File: src/rtl/core/dnle_pkg.sv
`timescale 1ns / 1ps

package dnle_pkg;

  // Largest label the buffer holds; longer labels are truncated.
  localparam int MaxLabelDefault = 62;

  // Character that ends a label in the dotted form.
  localparam logic [7:0] DotChar = 8'h2E;

  // Byte that ends a name in wire form.
  localparam logic [7:0] TermByte = 8'h00;

  localparam int ByteW = 8;

  typedef enum logic [2:0] {
    ST_IDLE,
    ST_LEN,
    ST_READ,
    ST_EMIT,
    ST_TERM
  } dnle_state_e;

  // Commands from the controller to the datapath.
  typedef struct packed {
    logic store_char;
    logic read_char;
    logic load_len;
    logic load_char;
    logic load_term;
    logic last;
    logic clear_label;
  } dnle_cmd_t;

  // Status from the datapath to the controller.
  typedef struct packed {
    logic is_dot;
    logic label_empty;
    logic read_last;
    logic out_free;
  } dnle_sts_t;

endpackage

File: src/rtl/core/dnle_datapath.sv
`timescale 1ns / 1ps

module dnle_datapath
  import dnle_pkg::*;
#(
  parameter int MaxLabel = MaxLabelDefault
) (
  input  logic             clk_i,
  input  logic             rst_ni,
  input  logic [ByteW-1:0] in_byte_i,
  input  dnle_cmd_t        cmd_i,
  output dnle_sts_t        sts_o,
  output logic             out_valid_o,
  input  logic             out_stall_i,
  output logic [ByteW-1:0] out_byte_o,
  output logic             is_length_o,
  output logic             last_of_run_o,
  output logic             label_overflow_o
);

  localparam int CntW  = $clog2(MaxLabel + 1);
  localparam int AddrW = (MaxLabel > 1) ? $clog2(MaxLabel) : 1;

  logic [ByteW-1:0] label_mem [MaxLabel];
  logic [ByteW-1:0] rd_data_q;

  logic [CntW-1:0]  count_q, count_d;
  logic [CntW-1:0]  idx_q, idx_d;
  logic             ovf_q, ovf_d;
  logic             full;
  logic             mem_we;

  logic             out_valid_q, out_valid_d;
  logic [ByteW-1:0] out_byte_q;
  logic             is_length_q;
  logic             last_q;
  logic             ovf_out_q;
  logic             any_load;
  logic [ByteW-1:0] load_byte;

  assign full   = (count_q == CntW'(MaxLabel));
  assign mem_we = cmd_i.store_char && !full;

  always_comb begin
    count_d = count_q;
    idx_d   = idx_q;
    ovf_d   = ovf_q;
    if (cmd_i.store_char) begin
      if (full) begin
        ovf_d = 1'b1;
      end else begin
        count_d = count_q + 1'b1;
      end
    end
    if (cmd_i.read_char) begin
      idx_d = idx_q + 1'b1;
    end
    if (cmd_i.clear_label) begin
      count_d = '0;
      idx_d   = '0;
    end
  end

  always_ff @(posedge clk_i or negedge rst_ni) begin
    if (!rst_ni) begin
      count_q <= '0;
      idx_q   <= '0;
      ovf_q   <= 1'b0;
    end else begin
      count_q <= count_d;
      idx_q   <= idx_d;
      ovf_q   <= ovf_d;
    end
  end

  always_ff @(posedge clk_i) begin
    if (mem_we) begin
      label_mem[count_q[AddrW-1:0]] <= in_byte_i;
    end
  end

  always_ff @(posedge clk_i) begin
    if (cmd_i.read_char) begin
      rd_data_q <= label_mem[idx_q[AddrW-1:0]];
    end
  end

  // Output register.
  assign any_load = cmd_i.load_len || cmd_i.load_char || cmd_i.load_term;

  always_comb begin
    if (cmd_i.load_len) begin
      load_byte = {{(ByteW - CntW){1'b0}}, count_q};
    end else if (cmd_i.load_char) begin
      load_byte = rd_data_q;
    end else begin
      load_byte = TermByte;
    end
  end

  always_comb begin
    out_valid_d = out_valid_q;
    if (any_load) begin
      out_valid_d = 1'b1;
    end else if (!out_stall_i) begin
      out_valid_d = 1'b0;
    end
  end

  always_ff @(posedge clk_i or negedge rst_ni) begin
    if (!rst_ni) begin
      out_valid_q <= 1'b0;
    end else begin
      out_valid_q <= out_valid_d;
    end
  end

  always_ff @(posedge clk_i) begin
    if (any_load) begin
      out_byte_q  <= load_byte;
      is_length_q <= cmd_i.load_len;
      last_q      <= cmd_i.last;
      ovf_out_q   <= ovf_q;
    end
  end

  assign sts_o.is_dot      = (in_byte_i == DotChar);
  assign sts_o.label_empty = (count_q == '0);
  assign sts_o.read_last   = (idx_q == count_q);
  assign sts_o.out_free    = !out_valid_q || !out_stall_i;

  assign out_valid_o      = out_valid_q;
  assign out_byte_o       = out_byte_q;
  assign is_length_o      = is_length_q;
  assign last_of_run_o    = last_q;
  assign label_overflow_o = ovf_out_q;

`ifndef NO_ASSERTIONS
  a_count_bound: assert property (@(posedge clk_i) disable iff (!rst_ni)
    count_q <= CntW'(MaxLabel))
    else $error("label count exceeds the buffer depth");

  a_idx_bound: assert property (@(posedge clk_i) disable iff (!rst_ni)
    idx_q <= count_q)
    else $error("read index passed the label count");

  a_no_overwrite: assert property (@(posedge clk_i) disable iff (!rst_ni)
    (out_valid_q && out_stall_i) |-> !any_load)
    else $error("output register loaded while its word is stalled");

  a_ovf_sticky: assert property (@(posedge clk_i) disable iff (!rst_ni)
    ovf_q |=> ovf_q)
    else $error("overflow flag cleared without reset");
`endif

endmodule

File: src/rtl/core/dnle_ctrl.sv
`timescale 1ns / 1ps

module dnle_ctrl
  import dnle_pkg::*;
(
  input  logic      clk_i,
  input  logic      rst_ni,
  input  logic      in_valid_i,
  output logic      in_stall_o,
  input  logic      end_of_name_i,
  input  dnle_sts_t sts_i,
  output dnle_cmd_t cmd_o
);

  dnle_state_e state_q, state_d;
  logic        eon_q, eon_d;
  logic        accept;

  assign in_stall_o = (state_q != ST_IDLE);
  assign accept     = in_valid_i && (state_q == ST_IDLE);

  always_ff @(posedge clk_i or negedge rst_ni) begin
    if (!rst_ni) begin
      state_q <= ST_IDLE;
      eon_q   <= 1'b0;
    end else begin
      state_q <= state_d;
      eon_q   <= eon_d;
    end
  end

  always_comb begin
    state_d = state_q;
    eon_d   = eon_q;
    cmd_o   = '0;
    case (state_q)
      ST_IDLE: begin
        if (accept) begin
          if (end_of_name_i || sts_i.is_dot) begin
            eon_d   = end_of_name_i;
            state_d = ST_LEN;
          end else begin
            cmd_o.store_char = 1'b1;
          end
        end
      end
      ST_LEN: begin
        if (sts_i.out_free) begin
          cmd_o.load_len = 1'b1;
          if (sts_i.label_empty) begin
            cmd_o.last        = !eon_q;
            cmd_o.clear_label = 1'b1;
            state_d           = eon_q ? ST_TERM : ST_IDLE;
          end else begin
            state_d = ST_READ;
          end
        end
      end
      ST_READ: begin
        cmd_o.read_char = 1'b1;
        state_d         = ST_EMIT;
      end
      ST_EMIT: begin
        if (sts_i.out_free) begin
          cmd_o.load_char = 1'b1;
          if (sts_i.read_last) begin
            cmd_o.last        = !eon_q;
            cmd_o.clear_label = 1'b1;
            state_d           = eon_q ? ST_TERM : ST_IDLE;
          end else begin
            state_d = ST_READ;
          end
        end
      end
      ST_TERM: begin
        if (sts_i.out_free) begin
          cmd_o.load_term = 1'b1;
          cmd_o.last      = 1'b1;
          state_d         = ST_IDLE;
        end
      end
      default: begin
        state_d = ST_IDLE;
      end
    endcase
  end

endmodule

File: src/rtl/core/dns_name_label_encoder_unit.sv
`timescale 1ns / 1ps

// DNS name label encoder. Host name characters arrive one word at a time on
// the input channel (in_valid_i / in_stall_o); wire-form bytes leave on the
// output channel (out_valid_o / out_stall_i). An ordinary character is
// buffered and produces nothing. A dot flushes the buffered label as a
// length word followed by its characters, and an end-of-name word does the
// same and then adds a zero terminator. Once a dot or end-of-name is
// accepted, the sequencer moves to its length state, which loads the length
// word into the output register as soon as that register is free. The
// label buffer is a memory with a registered read, so each buffered
// character is first read and then loaded into the output register. The
// input is stalled for the whole flush.
// Reset clears the state machine, the label count, the sticky overflow flag
// and the output valid; the buffer contents need no clearing since only
// written entries are ever read. When the receiver stalls, the output word
// holds and the flush waits; characters can still be accepted while the
// last word of a flush waits in the output register.
module dns_name_label_encoder_unit
  import dnle_pkg::*;
#(
  parameter int MaxLabel = MaxLabelDefault
) (
  input  logic             clk_i,
  input  logic             rst_ni,
  input  logic             in_valid_i,
  output logic             in_stall_o,
  input  logic [ByteW-1:0] in_byte_i,
  input  logic             end_of_name_i,
  output logic             out_valid_o,
  input  logic             out_stall_i,
  output logic [ByteW-1:0] out_byte_o,
  output logic             is_length_o,
  output logic             last_of_run_o,
  output logic             label_overflow_o
);

  // Command and status between the sequencer and the datapath.
  dnle_cmd_t cmd;
  dnle_sts_t sts;

  // The sequencer decides which word goes out next and when the label is done.
  dnle_ctrl u_ctrl (
    .clk_i         (clk_i),
    .rst_ni        (rst_ni),
    .in_valid_i    (in_valid_i),
    .in_stall_o    (in_stall_o),
    .end_of_name_i (end_of_name_i),
    .sts_i         (sts),
    .cmd_o         (cmd)
  );

  // The datapath holds the label buffer, its count, the overflow flag and
  // the output register.
  dnle_datapath #(
    .MaxLabel (MaxLabel)
  ) u_datapath (
    .clk_i            (clk_i),
    .rst_ni           (rst_ni),
    .in_byte_i        (in_byte_i),
    .cmd_i            (cmd),
    .sts_o            (sts),
    .out_valid_o      (out_valid_o),
    .out_stall_i      (out_stall_i),
    .out_byte_o       (out_byte_o),
    .is_length_o      (is_length_o),
    .last_of_run_o    (last_of_run_o),
    .label_overflow_o (label_overflow_o)
  );

endmodule
File: config.mk
export PLATFORM = sky130hd
export DESIGN_NAME = dns_name_label_encoder_unit
export DESIGN_NICKNAME = d
export VERILOG_FILES = /design/src/rtl/core/dnle_pkg.sv /design/src/rtl/core/dnle_datapath.sv /design/src/rtl/core/dnle_ctrl.sv /design/src/rtl/core/dns_name_label_encoder_unit.sv
export SDC_FILE = /design/constraint.sdc
export NUM_CORES = 1
export LEC_CHECK = 0
export BUFFER_PORTS_ARGS = -buffer_cell sky130_fd_sc_hd__buf_2
export CAP_MARGIN = 20
export CORE_UTILIZATION = 50
export DETAILED_ROUTE_END_ITERATION = 10
export GPL_TIMING_DRIVEN = 0
export HOLD_SLACK_MARGIN = 0.02
export PLACE_DENSITY = 0.75
export SLEW_MARGIN = 10
export SYNTH_ARGS = -nofsm -noshare
export SYNTH_HDL_FRONTEND = slang
export SYNTH_SLANG_ARGS = --single-unit
File: constraint.sdc
create_clock -name clk_i -period 2.6 [get_ports clk_i]
set_input_delay 0.13 -clock clk_i [delete_from_list [all_inputs] [get_ports clk_i]]
set_output_delay 0.13 -clock clk_i [all_outputs]
set_load 0.03 [all_outputs]
==> results of run 1 <==
## power groups by stage
stage          sequential [mW]  combinational, mW  clock, mW
6_report                  9.90               8.06       7.18
5_1_grt                   9.92               8.38       7.53
4_1_cts                   9.85               7.57       7.23
3_5_place_dp              10.0               7.24          0
3_3_place_gp              10.0               7.14          0
2_1_floorplan             10.1               4.58          0
## routing by layer
metal | vias up | routed length, um
li1 | 4433 | -
met1 | 5521 | 19600
met2 | 694 | 24400
met3 | 144 | 5010
met4 | 0 | 2060
met5 | - | 0
## per-stage QoR
| stage | util | worst slack, ns | area (sq um) | hold WS (ns) | std cells |
|---|---|---|---|---|---|
| 3_3_place_gp | 0.530 | -1.32 | 21800 | 0.0856 | 1587 |
| 4_1_cts | 0.586 | -0.164 | 24100 | 0.0399 | 1692 |
| 2_1_floorplan | - | 0.176 | 21000 | -0.166 | 1030 |
| 3_5_place_dp | 0.532 | -1.33 | 21900 | 0.0885 | 1590 |
| 6_report | 0.598 | -0.114 | 24600 | 0.0285 | 1702 |
| 5_1_grt | 0.598 | -0.172 | 24600 | 0.0235 | 1702 |
## cell type report
type | instances | area, sq um | area share
flip-flops and latches | 533 | 15900 | 0.647
multi-input cells | 433 | 5370 | 0.219
clock buffers | 62 | 1320 | 0.0536
well taps | 532 | 666 | 0.0271
plain buffers | 54 | 499 | 0.0203
repair buffers | 50 | 493 | 0.0201
clock inverters | 30 | 284 | 0.0116
inverters | 8 | 33.8 | 0.00137
## what timing repair did
action / 4_1_cts / 5_1_grt
hold buffers: 9 / 3
hold endpoints to repair: 54 / 35
setup buffers: 2 / 4
endpoints found under the setup margin: 504 / 406
pin swaps: 2 / 6
resized for setup: 167 / 66
## flip-flops by register name, indices dropped and copies added, names as in the netlist, 3 cells and up
signal	flops
u_ctrl.state_q	3
u_datapath.count_q	6
u_datapath.idx_q	6
u_datapath.label_mem	496
u_datapath.out_byte_o	8
u_datapath.rd_data_q	8
## cells by family (layout without fill, tap and decap cells)
group,count (synthesis),count (layout),share of synthesized area
AO/OA/AOI/OAI,83,83,0.0263
XOR/XNOR,14,14,0.00584
adder cells (fa/ha/maj),4,4,0.00238
buffers and inverters,64,204,0.0164
flip-flops,533,533,0.758
multiplexers,158,158,0.153
AND/OR/NAND/NOR,174,174,0.0382
## critical path: stages (launching register included)
cell and delay (ns):
dfrtp_1 0.36, buf_2 0.17, or4b_4 0.60, nor3b_4 0.39, nand2_2 0.42, nor2_4 0.42
## final timing paths
path                              startpoint                     endpoint  slack (ns)
setup reg to reg           u_ctrl.state_q[0]  u_datapath.label_mem[51][2]       -0.11
hold / removal                  in_byte_i[2]   u_datapath.label_mem[2][2]        0.03
max in group asynchronous             rst_ni          u_datapath.idx_q[4]        1.26
hold reg to reg             u_datapath.ovf_q             u_datapath.ovf_q        0.48
setup / recovery           u_ctrl.state_q[0]  u_datapath.label_mem[51][2]       -0.11
min in group asynchronous             rst_ni       u_datapath.out_valid_o        0.73
## placed cells by master, fill, tap and decap left out, drive strengths merged, types with 4 or more instances in the layout
master       instances
nand2               36
a22o                 6
ha                   4
nand2b               4
a21oi               16
dlygate4sd3         12
mux2i               22
or3                  6
nor2b                4
nand3                9
o22ai               12
inv                  6
xor2                 7
clkbuf              78
mux2                 6
a221oi               4
a22oi               11
buf                 76
dfrtp               18
and2                 7
edfxtp             515
o21ai               22
mux4               130
clkinv              25
bufinv               5
xnor2                7
nor2                91
==> flow_metrics.env, run 1 <==
export IMPL_outcome="finished, violations left"
export IMPL_violations="design-rule violations, negative setup slack"
export IMPL_layout_nets=1147
export IMPL_grt_busiest_layer="met2"
export IMPL_use_met3=0.0551
export IMPL_ant_nets=0
export IMPL_grt_pass1_wl_um=73500
export IMPL_p_sw_frac=0.315
export IMPL_drt_total_wl_um=51100
export IMPL_met1_usage=0.338
export IMPL_postSynthAreaPerCell_sq_um=20.4
export IMPL_seq_area_frac_synth=0.758
export IMPL_port_buffers=25
export IMPL_fillCellCount=2809
export IMPL_ios=26
export IMPL_fmax_mhz=368
export IMPL_yosys_warnings=0
export IMPL_wl_per_cell_um=30.0
export IMPL_cts_root_buf="clkbuf_16"
export IMPL_async_reset_ff_frac=0.0338
export IMPL_setup_viol=193
export IMPL_criticalPathCategory="register to register"
export IMPL_design_power_total_mw=25.2
export IMPL_ctsHtreeMaxLevel=2
export IMPL_finalHoldViolCount=0
export IMPL_start_util=0.511
export IMPL_clkLatencyLatePin_ns=0.59
export IMPL_slew_headroom=0.283
export IMPL_crit_arrival_ns=2.97
export IMPL_finalWeightedCongestion=1.00
export IMPL_via_per_inst=6.34
export IMPL_syn_area_sq_mm=0.0210
export IMPL_grt_overflow=0
export IMPL_numCtsBuffers=50
export IMPL_vias=10800
export IMPL_die_area_sq_mm=0.0428
export IMPL_rows=74
export IMPL_synth_area_leader_cell="edfxtp_1"
export IMPL_yosysMostFrequentCell="edfxtp_1"
export IMPL_drt_iter0_drc=1371
export IMPL_yosysUniqueCellTypes=54
export IMPL_finalCriticalPeriod_ns=2.71
export IMPL_hpwl_um=31400
export IMPL_yosys_most_used_dff="edfxtp_1"
export IMPL_reg2reg_depth=5
export IMPL_path_clk_slew_ns=0.06
export IMPL_min_period_over_period=1.04
export IMPL_synthTopCellsByArea="edfxtp_1 (74%), mux4_2 (14%), dfrtp_1 (2.1%)"
export IMPL_fin_ws_ns=-0.114
export IMPL_synthTopCellsByCount="edfxtp_1 (515), mux4_2 (130), nor2_1 (91)"
export IMPL_drive_gt1_frac=0.329
export IMPL_maxCapViolations=0
export IMPL_syn_nets=1047
export IMPL_cts_path_max_buffers=3
export IMPL_critPathCaptureType="register"
export IMPL_synth_edff_count=515
export IMPL_cts_tree="done"
export IMPL_maxSlewViolCount=0
export IMPL_p_leak_nw=7.70
export IMPL_grt_pass1_vias=10700
export IMPL_power_density_mw_per_mm2=1020
export IMPL_grt_antenna_before_repair=1
export IMPL_first_pass_iters=10
export IMPL_grt_max_degree=64
export IMPL_n_antenna_cell=0
export IMPL_synth_cells=1030
export IMPL_rsz0062_at_grt="yes"
export IMPL_worstHoldPathType="input pin to register"
export IMPL_clock_skew_ns=0.0209
export IMPL_hold_path_depth=2
export IMPL_clock_sinks=533
export IMPL_switchingPower_mw=7.93
export IMPL_p_seq_frac=0.394
export IMPL_pwr_share_clk=0.286
export IMPL_grt_use_met2=0.389
export IMPL_critPathRequiredTime_ns=2.85
export IMPL_path_max_fanout=9
export IMPL_die_h_um=207
export IMPL_synth_top_area_share=0.736
export IMPL_start_kind="register"
export IMPL_ir_drop_mv=0.515
export IMPL_core_area_sq_mm=0.0411
export IMPL_worst_pin_slew_ns=1.07
export IMPL_setup_tns_ns=-14.12
export IMPL_grt_usage=0.247
export IMPL_die_width_um=207
export IMPL_p_int_mw=17.2
export IMPL_pwr_share_comb=0.321
export IMPL_areaGrowthSynthToFinish_pct=17.0
export IMPL_drc=5
export IMPL_synth_seq_cells=533
(Power assumes the default switching activity.)
==> run 2: changes to the inputs <==
--- a/config.mk
+++ b/config.mk
@@ -7,6 +7,7 @@
 export LEC_CHECK = 0
 export BUFFER_PORTS_ARGS = -buffer_cell sky130_fd_sc_hd__buf_2
 export CAP_MARGIN = 20
+export CORE_MARGIN = 2
 export CORE_UTILIZATION = 50
 export DETAILED_ROUTE_END_ITERATION = 10
 export GPL_TIMING_DRIVEN = 0
==> flow_metrics.env, run 2 (synthesis gave the netlist of run 1 again) <==
export IMPL_outcome="finished, violations left"
export IMPL_violations="negative setup slack"
export IMPL_grt_max_degree=64
export IMPL_top_layer="met4"
export IMPL_crit_arrival_ns=3.16
export IMPL_stdcell_count=1711
export IMPL_ant_nets=0
export IMPL_finalHoldViolCount=0
export IMPL_die_area_sq_mm=0.0437
export IMPL_first_pass_iters=6
export IMPL_finalCriticalPeriod_ns=2.69
export IMPL_maxSlewViolCount=0
export IMPL_setup_viol=16
export IMPL_clock_sinks=533
export IMPL_wl_met3_um=4760
export IMPL_ir_drop_mv=0.581
export IMPL_layout_nets=1149
export IMPL_pre_cts_ws_ns=-1.29
export IMPL_final_common_cell="edfxtp_1"
export IMPL_path_clk_slew_ns=0.07
export IMPL_criticalPathCategory="register to register"
export IMPL_min_period_over_period=1.03
export IMPL_cts_path_max_buffers=3
export IMPL_drt_total_wl_um=49800
export IMPL_wl_per_cell_um=29.1
export IMPL_grt_pass1_wl_um=72200
export IMPL_core_area_sq_mm=0.0417
export IMPL_rsz0062_at_grt="yes"
export IMPL_cpLargestDelayFamily="simple AND/OR/NAND/NOR gates"
export IMPL_start_util=0.504
export IMPL_cpPeakStageDelay_ns=0.81
export IMPL_hpwl_um=31300
export IMPL_crit_path_top_delay_cell="dfrtp_1"
export IMPL_route_met2_wl_um=23400
export IMPL_die_h_um=209
export IMPL_cts_root_buf="clkbuf_16"
export IMPL_path_max_fanout=10
export IMPL_grt_pass1_vias=10800
export IMPL_grt_overflow=0
export IMPL_grt_antenna_before_repair=0
export IMPL_maxCapViolations=0
export IMPL_drive_gt1_frac=0.327
export IMPL_drt_iter0_drc=1371
export IMPL_setup_tns_ns=-0.764
export IMPL_worstHoldPathType="input pin to register"
export IMPL_largest_reg_flops=496
export IMPL_placed_cells=1597
export IMPL_numCtsBuffers=51
export IMPL_path_buf_inv=1
export IMPL_ctsHtreeMaxLevel=2
export IMPL_finalWeightedCongestion=0.952
export IMPL_p_leak_nw=7.76
export IMPL_cts_tree="done"
export IMPL_clkLatencyLatePin_ns=0.60
export IMPL_fmax_mhz=372
export IMPL_met1_length_um=19500
export IMPL_critPathCaptureType="register"
export IMPL_via_per_inst=6.35
export IMPL_worst_pin_slew_ns=1.21
export IMPL_grt_usage=0.231
export IMPL_ios=26
export IMPL_areaGrowthSynthToFinish_pct=17.0
export IMPL_critPathRequiredTime_ns=3.07
export IMPL_die_width_um=209
export IMPL_crit_chain="xor2_1, nor4_1, a41oi_1, nor3_2, buf_4, nor2_1"
export IMPL_start_kind="register"
export IMPL_fin_ws_ns=-0.0884
export IMPL_n_antenna_cell=0
export IMPL_vias=10900
export IMPL_clock_skew_ns=0.0294
export IMPL_drc=0
export IMPL_rows=75
export IMPL_slew_headroom=0.196
export IMPL_final_cell_mix="edfxtp_1 (515), mux4_2 (130), nor2_4 (58)"
export IMPL_port_buffers=25
export IMPL_power_density_mw_per_mm2=1020
run 2: cell count changes in the layout (fill, tap and decap cells not counted), sizes merged:
cell	change
clkbuf	+9
clkinv	-7
dlygate4sd3	-4
inv	+1
buf	+4
bufinv	-1
run 2: metrics by stage:
step           utilization  hold slack, ns  cell area (sq um)  power [mW]
2_1_floorplan            -          -0.166              21000        14.7
3_3_place_gp         0.523          0.0801              21800        17.2
3_5_place_dp         0.525          0.0846              21900        17.2
4_1_cts              0.580          0.0308              24200        24.8
5_1_grt              0.590          0.0319              24600        25.7
6_report             0.590          0.0229              24600        25.0
run 2: final timing paths:
| check | slack, ns | endpoint | depth (start not counted) | start |
|---|---|---|---|---|
| worst max register to register | -0.09 | u_datapath.count_q[2] | 6 | u_datapath.idx_q[4] |
| max in group asynchronous | 1.30 | u_datapath.count_q[2] | 3 | rst_ni |
| worst max-delay path | -0.09 | u_datapath.count_q[2] | 6 | u_datapath.idx_q[4] |
| worst min register to register | 0.47 | u_datapath.ovf_q | 1 | u_datapath.ovf_q |
| worst min-delay path | 0.02 | u_datapath.label_mem[34][2] | 1 | in_byte_i[2] |
| min in group asynchronous | 0.75 | u_datapath.count_q[1] | 3 | rst_ni |
run 2: what timing repair did:
item / CTS / global route
endpoints found under the hold margin: 39 / 12
gates resized for setup: 179 / 45
cloned: 0 / 0
pin swaps: 3 / 16
setup buffers: 2 / 9
hold buffers: 7 / 1
endpoints found under the setup margin: 514 / 415
run 2: power breakdown:
| group | internal (mW) | total (mW) | switching, mW |
|---|---|---|---|
| clock | 4.13 | 7.24 | 3.12 |
| combinational | 3.36 | 7.85 | 4.49 |
| sequential | 9.72 | 9.91 | 0.191 |
run 2: worst reg2reg max path: stages (launching register included):
cell     delay, ns
dfrtp_1       0.81
xor2_1        0.19
nor4_1        0.59
a41oi_1       0.29
nor3_2        0.38
buf_4         0.24
nor2_1        0.06
run 2: metal layers:
layer  track usage  vias up
met5             0        -
met2         0.349      651
met4         0.106        0
li1              -     4437
met3        0.0478      126
met1         0.328     5644
run 2: layout make-up:
type                       count  area, sq um
multi-input combinational    433         5340
clock buffer                  70         1390
fill                        2894        17100
timing repair buffer          51          518
inverter                       8         33.8
buffer                        54          485
tap                          539          674
clock inverter                23          221
sequential                   533        15900
